**config.mk**
```make
export PLATFORM = sky130hd
export DESIGN_NAME = pal_cell
export DESIGN_NICKNAME = d
export VERILOG_FILES = /design/src/rtl/core/pal_pkg.sv /design/src/rtl/core/pal_cell.sv
export SDC_FILE = /design/constraint.sdc
export NUM_CORES = 1
export LEC_CHECK = 0
export BUFFER_PORTS_ARGS = -buffer_cell sky130_fd_sc_hd__buf_2
export CORE_AREA = 2 2 210 212
export DETAILED_ROUTE_END_ITERATION = 7
export DIE_AREA = 0 0 212 214
export GPL_TIMING_DRIVEN = 0
export PLACE_DENSITY = 0.5
export SLEW_MARGIN = 15
export SYNTH_ARGS = -nofsm -noshare
export SYNTH_HDL_FRONTEND = slang
export SYNTH_SLANG_ARGS = --single-unit
```
**constraint.sdc**
```tcl
create_clock -name clk -period 4.61 [get_ports clk]
set_input_delay 0.6915 -clock clk [delete_from_list [all_inputs] [get_ports clk]]
set_output_delay 0.6915 -clock clk [all_outputs]
set_load 0.02 [all_outputs]
```
**src/rtl/core/pal_pkg.sv**
```systemverilog
package pal_pkg;

	localparam int CAPACITY = 32;
	localparam int IDX_W    = (CAPACITY > 1) ? $clog2(CAPACITY) : 1;
	localparam int CNT_W    = $clog2(CAPACITY + 1);
	localparam int NAME_W   = 64;
	localparam int ID_W     = 37;
	localparam int POS_W    = 6;
	localparam int STAT_W   = 2;
	localparam int REQ_W    = 2;
	localparam int CMP_W    = (CNT_W > POS_W) ? CNT_W : POS_W;

	typedef enum logic [REQ_W-1:0] {
		REQ_INSERT = 2'd0,
		REQ_REMOVE = 2'd1,
		REQ_SEARCH = 2'd2,
		REQ_CLEAR  = 2'd3
	} req_type_t;

	typedef enum logic [STAT_W-1:0] {
		ST_OK        = 2'd0,
		ST_FULL      = 2'd1,
		ST_BAD_POS   = 2'd2,
		ST_NOT_FOUND = 2'd3
	} status_t;

	typedef struct packed {
		logic [NAME_W-1:0] name;
		logic [ID_W-1:0]   id;
	} rec_t;

	// broadcast to every cell for one transaction
	typedef struct packed {
		logic             ins;
		logic             rem;
		logic [CNT_W-1:0] ins_slot;
		logic [CNT_W-1:0] rem_slot;
		logic [CNT_W-1:0] count;
		rec_t             key;
	} cell_ctrl_t;

endpackage

```
**src/rtl/core/pal_cell.sv**
```systemverilog
module pal_cell (
	input  logic                      clk,
	input  logic [pal_pkg::IDX_W-1:0] idx,
	input  pal_pkg::cell_ctrl_t       ctrl,
	input  pal_pkg::rec_t             left,
	input  pal_pkg::rec_t             right,
	output pal_pkg::rec_t             rec,
	output logic                      match,
	output pal_pkg::rec_t             rd
);

	pal_pkg::rec_t rec_q;
	pal_pkg::rec_t rec_nxt;
	logic          we;
	logic [pal_pkg::CNT_W-1:0] pos;
	logic [pal_pkg::CNT_W-1:0] pos_inc;

	assign pos     = pal_pkg::CNT_W'(idx);
	assign pos_inc = pos + 1'b1;

	always_comb begin
		rec_nxt = rec_q;
		we      = 1'b0;
		if (ctrl.ins) begin
			if (pos == ctrl.ins_slot) begin
				rec_nxt = ctrl.key;
				we      = 1'b1;
			end else if (pos > ctrl.ins_slot && pos <= ctrl.count) begin
				// open the gap: take the record from below
				rec_nxt = left;
				we      = 1'b1;
			end
		end else if (ctrl.rem) begin
			if (pos >= ctrl.rem_slot && pos_inc < ctrl.count) begin
				// close the gap: take the record from above
				rec_nxt = right;
				we      = 1'b1;
			end
		end
	end

	always_ff @(posedge clk) begin
		if (we) begin
			rec_q <= rec_nxt;
		end
	end

	assign rec   = rec_q;
	assign match = (pos < ctrl.count) && (rec_q == ctrl.key);
	assign rd    = (pos == ctrl.rem_slot) ? rec_q : '0;

endmodule
```
# Word level (Yosys, flattened, before mapping)
# Cells that the tools add are included.
# totals
word_cells,29
register_bits,101
# op_classes
magnitude_cmp,5
add_sub_neg,1
n_eq_ne,4
reduce_logical,6
mux,11
# op_table
op,n
$mux 101,6
$eq 101x101->1,1
$eq 5x6->1,2
$add 5x1->6 const B,1
$ge 5x6->1,1
$gt 5x6->1,1
$le 5x6->1,1
$lt 5x6->1,1
$lt 6x6->1,1
$mux 1,5
$reduce_and 4->1,1
$reduce_bool 2->1,2
$logic_and 1x1->1,3
$ne 3x1->1 const B,1

# Logic depth before layout (Yosys ltp)
# Gate-level depths: netlist of the first run.
# depth
ltp_word,7
depth_mapped,9

# Worst setup path after synthesis of the first run
# Ideal clock, no wire load.
# synth_path
path_kind,in2reg
from,in idx[0] in the netlist's numbering
to,"reg rec_q, in the netlist rec[0] (enable)"
required_time_ns,4.151
cell_stages,9
arrival_ns,4.026
path_slack_ns,0.125
path_cell_list,ha_1 -> nand3_1 -> xnor2_1 -> ha_1 -> or2_2 -> a21oi_1 -> a31o_2 -> a22o_1 -> a21o_1
# synth_between
elab_chain_cells,7
elab_cells_between_ends,16
# synth_lines
element,line,source
from (decl),pal_cell.sv:3,"input logic [pal_pkg::IDX_W-1:0] idx,"
$add 5x1->6,pal_cell.sv:19,assign pos_inc = pos + 1'b1;
$lt 6x6->1,pal_cell.sv:34,if (pos >= ctrl.rem_slot && pos_inc < ctrl.count) begin
$logic_and 1x1->1,pal_cell.sv:34,
$mux 1,pal_cell.sv:34,
$mux 1,pal_cell.sv:33,end else if (ctrl.rem) begin
$mux 1,pal_cell.sv:24,if (ctrl.ins) begin
$reduce_and 4->1 (no line) *,--,
to (signal assigned),pal_cell.sv:44,rec_q <= rec_nxt;
to (decl),pal_cell.sv:12,pal_pkg::rec_t rec_q;
# Every way passes the cells marked *; elsewhere a longest branch is shown, timed or not.
# A chain may end at the register's enable or synchronous reset.

==> results of run 1 <==
## worst max-delay path by stage
stage                          from      end  slack [ns]  depth (start not counted)
after floorplan              idx[0]   rec[0]        0.13                          9
after global placement    ctrl[120]  rec[32]       -1.74                          4
after detailed placement   ctrl[18]    match        0.46                          7
after CTS                   rec[18]    match        0.42                          6
after global routing        rec[18]    match        0.25                          6
final                        idx[0]   rd[68]        0.51                          9
## final cells by class
cell class | count | area (um^2)
fillers | 4728 | 31700
multi-input cells | 600 | 4170
repair buffers | 531 | 2680
well taps | 585 | 732
clock buffers | 10 | 229
inverters | 16 | 60.1
diodes | 1 | 2.50
clock inverters | 6 | 87.6
flip-flops and latches | 101 | 3030
plain buffers | 45 | 238
## layer usage
layer | vias up | share of wire | global-route usage
li1 | 3764 | - | -
met1 | 3710 | 0.43 | 0.220
met2 | 387 | 0.49 | 0.303
met3 | 37 | 0.054 | 0.0302
met4 | 4 | 0.029 | 0.0669
met5 | - | 0.00048 | 0
## worst max-delay path: stages
cell	delay [ns]
buf_2	0.14
inv_1	0.11
ha_1	0.31
nand4b_1	0.08
nor2_1	0.13
clkbuf_2	0.53
clkbuf_1	0.87
and2_1	0.33
buf_2	0.20
## Yosys cell counts (all sizes together) (2+ instances only)
cell type,instances,area share
nor2,104,0.052
nand4,24,0.020
nor4,10,0.0084
and2,101,0.084
ha,22,0.037
xnor2,88,0.10
o211ai,2,0.0020
buf,12,0.015
a21o,2,0.0020
a21oi,106,0.071
nand2,3,0.0015
clkbuf,33,0.017
xor2,16,0.019
nor2b,2,0.0017
edfxtp,101,0.41
nand4b,2,0.0023
nand3,5,0.0033
mux2i,101,0.14
inv,16,0.0080
## cell families (layout without fill, tap and decap cells)
kind of cell	count (synthesis)	in the layout	synth area share
AND/OR/NAND/NOR	256	256	0.180
AO/OA/AOI/OAI	117	117	0.0822
XOR/XNOR	104	104	0.122
multiplexers	101	101	0.135
flip-flops	101	101	0.405
buffers and inverters	61	608	0.0396
adder cells (fa/ha/maj)	22	22	0.0368
other	0	1	0
## power breakdown
part           switching (uW)  internal (uW)
clock                     397            476
combinational             562            352
sequential                114           1150
total                    1070           1980
## placed cells by master (no fill, tap or decap), types with 3 or more instances in the layout
cell type,count
inv_1,16
nor2_1,104
ha_1,22
a21oi_1,106
nor4_1,10
nand3_1,5
edfxtp_1,101
nand2_1,3
xnor2_1,88
nand4_1,24
clkbuf_1,33
buf_2,533
and2_1,101
xor2_1,16
clkbuf_16,9
buf_6,8
mux2i_1,101
## per-stage QoR
step                area, um^2   util  instances  setup slack (ns)
floorplan                 7490      -        762             0.126
global placement         10900  0.254       1877             -1.74
detailed placement       10900  0.254       1878             0.455
CTS                      11200  0.262       1894             0.416
global route             11200  0.262       1894             0.249
finish                   11200  0.262       1895             0.505
==> results.txt, run 1 <==
The run finished with clean final reports. For the proportion of synthesized chip area in sequential cells, the log shows 0.405. Dividing the detail-routed via count by the number of cells gives 4.17. Residual DRC count: 0. The tools report the power consumption as 3050 uW. The worst path needs 4.10 ns of the cycle, external delays included. For the count of cells resized by post-cts repair, the log shows 0. The CTS root buffer was clkbuf_16. The number of cells on the worst hold path is 3, and the number of max-capacitance violations reported is 0.

The overall die width is 212 um, and the maximum clock insertion buffer count is 2. The logs give 41400 um for the final routed wirelength across all metal layers and 0 for the count of hold-fix buffers inserted at cts. After synthesis the cells add up to 0.00749 mm^2. Counting every sink on the clock net gives 101. The tools report the number of nets in the final layout as 1655. Combined global-route utilization of all metal layers: 0.177. The biggest fanout along the worst timing path was 10. The first global-routing pass estimated 55900 um of wire.

The share of synthesized registers carrying an async set or reset was 0. The tools report the required time of the critical path as 3.92 ns. TritonCTS built the clock tree. The number of top-level pins is 532.

For this design the static power due to leakage is 0.00490 uW. The logs give 0 for the number of nets still failing antenna checks after routing and 385 for the number of DRC markers after the initial detailed-route iteration. The detailed router placed 7902 vias in this run.

A synthesized cell averages 9.83 um^2. Clock-pin slew was measured on the worst setup and hold paths at 0.08 ns. The area growth from synthesis to layout is 49.9%.

Synthesized instance count: 762. The element type at the critical path start is an input port. Entering global routing, the biggest net connects 53 pins. At the pin with the least slew margin, the transition time is 1.10 ns. The path with the worst hold slack has its endpoint at rec[48].

The run gives 1113 as the number of nets produced by synthesis. By startpoint and endpoint, the worst setup path is classified as in -> out. The residual overflow from global routing was 0. The count of final max-slew check failures was 0.

The total die area was 0.0454 mm^2. The pre-antenna-repair detailed-routing pass consisted of 5 iterations. Static timing analysis puts the maximum clock frequency at 0.244 GHz.

The number of antenna violations at the first check in global routing is 5, and the chip height is 214 um. Most instantiated flip-flop cell in the synthesis netlist: edfxtp_1. The path type of the worst min-delay path is in -> reg. Dividing the detail-routed wire length by the instance count gives 21.9 um. In this run the power density over the cells is 272 mW/mm^2.

The fraction of layout cells with a size suffix above 1 was 0.430; the largest vdd supply drop was 0.000135 V. The tools report the total CTS buffers as 9. After clock tree synthesis, the setup repair step added 0 buffers. The run gives 7901 as the via count of the first global-routing pass.

Number of distinct library cell variants in the gate-level netlist after synthesis: 33. For the placed wire-length estimate after detailed placement, the log shows 34600 um. STA classifies the critical path endpoint as a primary output. For the worst setup path, the data arrival time is 3.41 ns. For the worst slew margin relative to its limit, the log shows 0.265. In this run, synthesis produced a sequential element count of 101.

The logs give 0 for the number of hold-slack violations in the final timing report and 0 ns for the total negative setup slack. The number of enable flip-flop cells after synthesis works out to 101. The worst hold slack after final layout was 0.629 ns; the final estimated routing congestion in global placement was 0.902.

Row generation in the floorplan step produced 76 rows. The tools report the launch instance of the worst min-delay path as right[48]. The total area inside the core boundary comes to 0.0429 mm^2. The count of buffers added on input and output ports is 530. The register with the most flip-flops in the layout has 101 of them. The initial cell density of the core is 0.175, and the ratio of final minimum period to clock period is 0.890.

The H-tree level count came out at 3. Number of warnings issued by yosys: 0. The tools report the setup violation total in the final timing report as 0. Setup repair after global routing left no endpoint under its margin.
No activity file was read; power rests on OpenSTA's default activity.
==> run 2: changes to the inputs <==
- PLACE_DENSITY: 0.5 -> 0.4
==> run 2 against run 1 <==
  * Wire length is 1.1% higher
  * Via count about the same
  * Sequential share of layout area decreased by 0.057 points
  * Sequential power barely moved
  * Setup slack better by 0.16 ns
  * Critical path type is now reg -> out
  * Largest power group unchanged
==> results.txt, run 2 (synthesized netlist as in run 1, its figures left out) <==
The run finished with clean final reports. Prior to clock tree synthesis, the placed netlist has a worst setup slack of 0.466 ns. For this design, the slowest cell found on the critical path is nor4_1.

The analysis attributes to cell leakage a power of 0.00491 uW. The count of nets left with antenna violations once routing finished came out at 0. From synthesis to final layout, the design area changed by 50.3%. The initial cell density of the core is 0.175.

The kind of cell with the highest combined delay along the critical path is simple AND/OR/NAND/NOR gates. STA classifies the critical path startpoint as a register. The maximum cell stage delay along the critical path is 0.82 ns.

Entering global routing, the biggest net connects 51 pins. During I/O placement, the number of pins put on the boundary was 532. The maximum clock insertion buffer count came out at 2. The clock tree synthesis step divided the H-tree into 3 levels.

The path type of the worst min-delay path is in -> reg. The die covers 0.0454 mm^2. In this run the worst path has a maximum fanout of 3. The congestion estimate from routability-driven global placement came to 0.812. The first routing iteration left 304 violations. Summed over all layers, the global routing overflow is 0. For the pin with the worst max-slew slack, the measured transition is 1.01 ns. The wire length per cell after detailed routing came out at 22.1 um. The clock input transition at the sequential cells of the worst setup and hold paths was 0.08 ns. The number of flip-flops under the largest register name is 101, and the top achievable clock speed is 0.253 GHz.

In this run, CTS created clock tree buffers numbering 9. The number of max-capacitance violations reported is 0. Including well taps, the total number of placed cells is 1879. For the largest vdd supply drop, the log shows 0.000157 V. After detailed routing, the number of remaining DRC violations is 0.

The number of vias per cell is 4.16, and the post-layout worst setup margin is 0.662 ns. The worst endpoint data arrival time is 3.26 ns. The combined global-route utilization of all metal layers was 0.180. The number of hold-slack violations in the final timing report is 0, and the worst slew margin relative to its limit is 0.327. After detailed routing, the total wire length is 41900 um. The fraction of layout cells with a size suffix above 1 works out to 0.429.

Traced cell by cell, the critical path runs through xnor2_1 > nand4_1 > nor4_1 > nand4_1 > nor4_1 > buf_2. The finished layout holds 1898 standard cells, fillers aside. The first detailed-routing pass took 5 iterations.

The number of rows created at floorplan is 76, and the TritonCTS sink count is 101. The routed layout has 7895 vias. The die is 214 um tall. Once detailed placement completed, the half-perimeter wirelength came to 35300 um. In the layout the commonest cells are 533 x buf_2, 106 x a21oi_1, 104 x nor2_1. The overall die width is 212 um. STA classifies the critical path endpoint as a primary output. Gates resized during post-CTS repair numbered 0. The logs give 57500 um for the global-route wire length before repair and 0.636 ns for the worst hold slack after final layout. The number of buffer and inverter instances along the worst setup path was 1. The time the final worst path needs with I/O delays and setup is 3.95 ns. The tree is rooted in a clkbuf_16. The tools report the count of hold-fix buffers inserted at cts as 0.

For this run, the post-layout net count is 1656. In this run the power density over the cells is 269 mW/mm^2. Leaving out fill and tap cells, the most frequent cell in the layout is buf_2.

The number of setup buffers added after CTS is 0. TritonCTS built the clock tree. Setup repair after global routing left no endpoint under its margin.

The logs give 4 for the number of antenna violations at the first check in global routing and 0 for the count of final max-slew check failures. The ratio of final minimum period to clock period came out at 0.856. The critical path is of the reg -> out type. The total core area is 0.0429 mm^2, and the setup violation total in the final timing report is 0. The via count of the first global-routing pass is 8036, and the count of input and output buffers is 530. Required time of the critical path: 3.92 ns.
-- run 2: cell count changes in the layout (fill, tap and decap cells not counted), sizes merged --
cell	change
buf	+1
diode	+2
clkinvlp	-1
clkbuf	+1
-- run 2: routing by layer --
metal | share of wire | GRT usage | wire (um)
met3 | 0.062 | 0.0441 | 2610
met1 | 0.43 | 0.222 | 18000
met2 | 0.50 | 0.317 | 20800
met5 | 0.00048 | 0 | 20
met4 | 0.011 | 0.0310 | 457
-- run 2: layout make-up --
cell class                 count  area, um^2
fill                        4789       31600
multi-input combinational    600        4170
sequential                   101        3030
timing repair buffer         532        2710
tap                          585         732
buffer                        45         238
clock buffer                  11         233
clock inverter                 5        75.1
inverter                      16        60.1
antenna                        3        7.51
-- run 2: path summary, 6_finish.rpt --
kind	startpoint	to	cells after the start
worst min-delay path	right[21]	rec[21]	3
worst max-delay path	rec[65]	match	6
-- run 2: report_power, final --
part | internal, uW | switching, uW | total, uW | leakage, uW
logic | 357 | 552 | 909 | 0.00381
clock network | 474 | 389 | 864 | 0.000145
registers | 1150 | 112 | 1260 | 0.000954
-- run 2: tightest hold or removal path, stage by stage --
cell and delay, ns:
buf_2 0.08, nor2_1 0.03, a21oi_1 0.10
-- run 2: metrics by stage --
step / util / setup TNS, ns / cell area, um^2 / total power (uW)
after floorplan: - / 0 / 7490 / 1700
after global placement: 0.254 / -198.05 / 10900 / 2210
after CTS: 0.262 / 0 / 11200 / 3100
after global routing: 0.262 / 0 / 11200 / 3190
final: 0.262 / 0 / 11300 / 3030
after detailed placement: 0.255 / 0 / 10900 / 2210
==> run 3: changes to the inputs <==
- ABC_AREA: not set -> 1
- CORE_AREA: 2 2 210 212 -> 2 2 209 211
- DIE_AREA: 0 0 212 214 -> 0 0 211 213
- PLACE_DENSITY: 0.4 -> 0.42
==> run 3 against run 2 <==
  * Combinational power up 14%
  * Flip-flop and latch count is the same
  * Die area is 0.94% lower
  * Total power grew 3.4%
  * Final cell count grew 23%
  * Clock-buffer cell count decreased by 2
  * First-iteration DRC count is 84% higher
  * Maximum frequency grew 7.0%
  * Area after synthesis increased by 8.5%
  * Highest routed layer unchanged
==> results.txt, run 3 <==
In the final routed layout, each cell accounts on average for 19.3 um. The overall die width was 211 um. Ranked by total cell area, the synthesized netlist is headed by edfxtp_1 37%, nand2_1 16%, a21oi_1 13%, nor2_1 12%, inv_1 8.5%. The synthesized design contains 101 enable-type register cells. The fraction of layout cells with a size suffix above 1 is 0.328. The number of nets handed over by synthesis was 1590. The number of vias per cell is 4.25.

For the combined global-route utilization of all metal layers, the log shows 0.193. Setup repair after global routing left no endpoint under its margin. The ratio of final minimum period to clock period came out at 0.800. edfxtp_1 takes more of the synthesized area than any other cell. Post-synthesis area per instance: 6.56 um^2. The share of the core filled with cells in the final layout is 0.276, and the number of synthesized register bits is 101.

The launch point of the critical path is idx[3]. Derived from the worst setup path, the maximum achievable clock frequency is 0.271 GHz. The analysis attributes to cell leakage a power of 0.00628 uW. Number of top-level pins: 532. The number of max-capacitance violations reported came out at 0. Clock tree synthesis inserted a total of 9 buffers. The worst hold path belongs to the class in -> reg.

The most used flip-flop cell after synthesis is edfxtp_1. TritonCTS built the clock tree. The logs give 45200 um for the final routed wirelength across all metal layers and 37200 um for the placed wire-length estimate after detailed placement. The run finished with clean final reports. The number of DRC markers after the initial detailed-route iteration is 560, and the number of nets still failing antenna checks after routing is 0. The layout has 4864 filler cells. The tools report the largest net degree at the start of global routing as 55. The classification of the worst setup path was in -> out. The first TritonRoute pass finished after 5 iterations. The longest clock path from root to sink contains 2 buffers. The power density normalized to cell area works out to 266 mW/mm^2.

In this run the cell area of the synthesized design comes to 0.00812 mm^2. The residual DRC count came out at 0. The TritonCTS sink count was 101. H-tree level count: 3. By count the netlist is led by 338 x nand2_1, 262 x nor2_1, 208 x a21oi_1, 183 x inv_1, 101 x edfxtp_1. CTS root buffer: clkbuf_16. For the count of final max-slew check failures, the log shows 0.

The run gives 0 as the count of cells resized by post-cts repair. The proportion of netlist area held by the largest area contributor is 0.373, and the count of input and output buffers is 531. Yosys mapped the design onto 23 distinct sky130hd cell types. The logs give 2133 for the number of nets in the final layout and 3.92 ns for the required time of the critical path. The critical path ends at rd[39]. Clock-pin slew was measured on the worst setup and hold paths at 0.08 ns. The worst slew margin relative to its limit was 0.297; the number of placed cells counting well taps was 2317.

The total negative setup slack came out at 0 ns. The initial cell density of the core came out at 0.190. Setup violations remaining at the end of the flow were counted as 0. The logs give 9 for the number of antenna violations at the first check in global routing and 0.884 for the final estimated routing congestion in global placement. The number of setup buffers added after CTS is 0. The register with the most flip-flops in the layout has 101 of them. Counting every instance in the synthesized netlist gives 1239. The total core area was 0.0427 mm^2. Summed over all layers, the global routing overflow is 0. Relative to the synthesized area, the layout overhead comes to 45.1%. For the number of rows created at floorplan, the log shows 76.

The biggest fanout along the worst timing path works out to 10. The time the final worst path needs with I/O delays and setup was 3.69 ns. The die covers 0.0449 mm^2. IR analysis of the VDD net gives a maximum drop of 0.000146 V. The chip height was 213 um; the global-route wire length before repair was 62700 um.

The run gives 0 as the number of hold-slack violations in the final timing report. In the layout the commonest cells are 553 x buf_2, 338 x nand2_1, 262 x nor2_1, 208 x a21oi_1, 182 x inv_1. The logs give 2337 for the number of standard cells in the layout, taps in and fillers out and 9927 for the via total after detailed routing. The element type at the critical path end was a primary output.

Yosys printed 0 warnings. The run gives 9550 as the via count of the first global-routing pass. The share of synthesized registers carrying an async set or reset came out at 0. Leaving out fill and tap cells, the most frequent cell in the layout is buf_2. For this design, the CTS-stage hold fixing added 0 buffers. The worst endpoint data arrival time was 3.00 ns. The measured slew at the worst slew-check pin is 1.06 ns. Element type at the critical path start: an input port. Counting instances, the worst hold path has a depth of 3. In the post-synthesis netlist, the cell with the most instances is nand2_1. The run gives 0.373 as the proportion of synthesized chip area in sequential cells.
-- run 3: area by class of cell --
class | count | area [um^2] | area share
Clock inverter | 6 | 55.1 | 0.00467
Multi-Input combinational cell | 893 | 4070 | 0.345
Timing Repair Buffer | 532 | 2690 | 0.228
Clock buffer | 9 | 225 | 0.0191
Tap cell | 546 | 683 | 0.0579
Sequential cell | 101 | 3030 | 0.257
Antenna cell | 5 | 12.5 | 0.00106
Buffer | 55 | 309 | 0.0262
Inverter | 190 | 718 | 0.0609
-- run 3: per-layer routing --
layer / wire length, um / vias up / track usage
met5: 21 / - / 0
met4: 1050 / 4 / 0.0658
met3: 2880 / 43 / 0.0359
met2: 21800 / 416 / 0.327
met1: 19400 / 4529 / 0.247
li1: - / 4935 / -
-- run 3: power by group --
group	internal, uW	total (uW)	leakage [uW]	switching [uW]
clock	414	818	0.000136	404
sequential	1160	1270	0.000974	109
combinational	366	1040	0.00517	678
total	1940	3130	0.00628	1190
-- run 3: stage by stage --
step | setup slack (ns) | total power [uW] | hold slack (ns) | area, um^2
2_1_floorplan | 0.543 | 1820 | 0.916 | 8120
3_3_place_gp | -1.43 | 2360 | 1.01 | 11500
3_5_place_dp | 0.812 | 2360 | 1.02 | 11500
4_1_cts | 0.813 | 3190 | 0.599 | 11800
5_1_grt | 0.755 | 3320 | 0.622 | 11800
6_report | 0.920 | 3130 | 0.622 | 11800
-- run 3: worst min path at each step --
stage,from,to,slack [ns]
2_1_floorplan,right[0],rec[0],0.92
3_3_place_gp,right[100],rec[100],1.01
3_5_place_dp,right[0],rec[0],1.02
4_1_cts,right[14],rec[14],0.60
5_1_grt,right[4],rec[4],0.62
6_report,right[51],rec[51],0.62
-- run 3: logic make-up after synthesis --
| kind of cell | Yosys count | share of synthesized area |
|---|---|---|
| buffers and inverters | 245 | 0.126 |
| adder cells (fa/ha/maj) | 22 | 0.0339 |
| AO/OA/AOI/OAI | 216 | 0.134 |
| AND/OR/NAND/NOR | 609 | 0.283 |
| flip-flops | 101 | 0.373 |
| XOR/XNOR | 46 | 0.0496 |
-- run 3: worst max-delay path: stages --
cell,delay (ns)
buf_2,0.16
ha_1,0.32
nand2_1,0.07
nor2_1,0.07
nand3_1,0.09
clkbuf_1,0.79
buf_2,0.48
nor2_1,0.13
buf_2,0.19
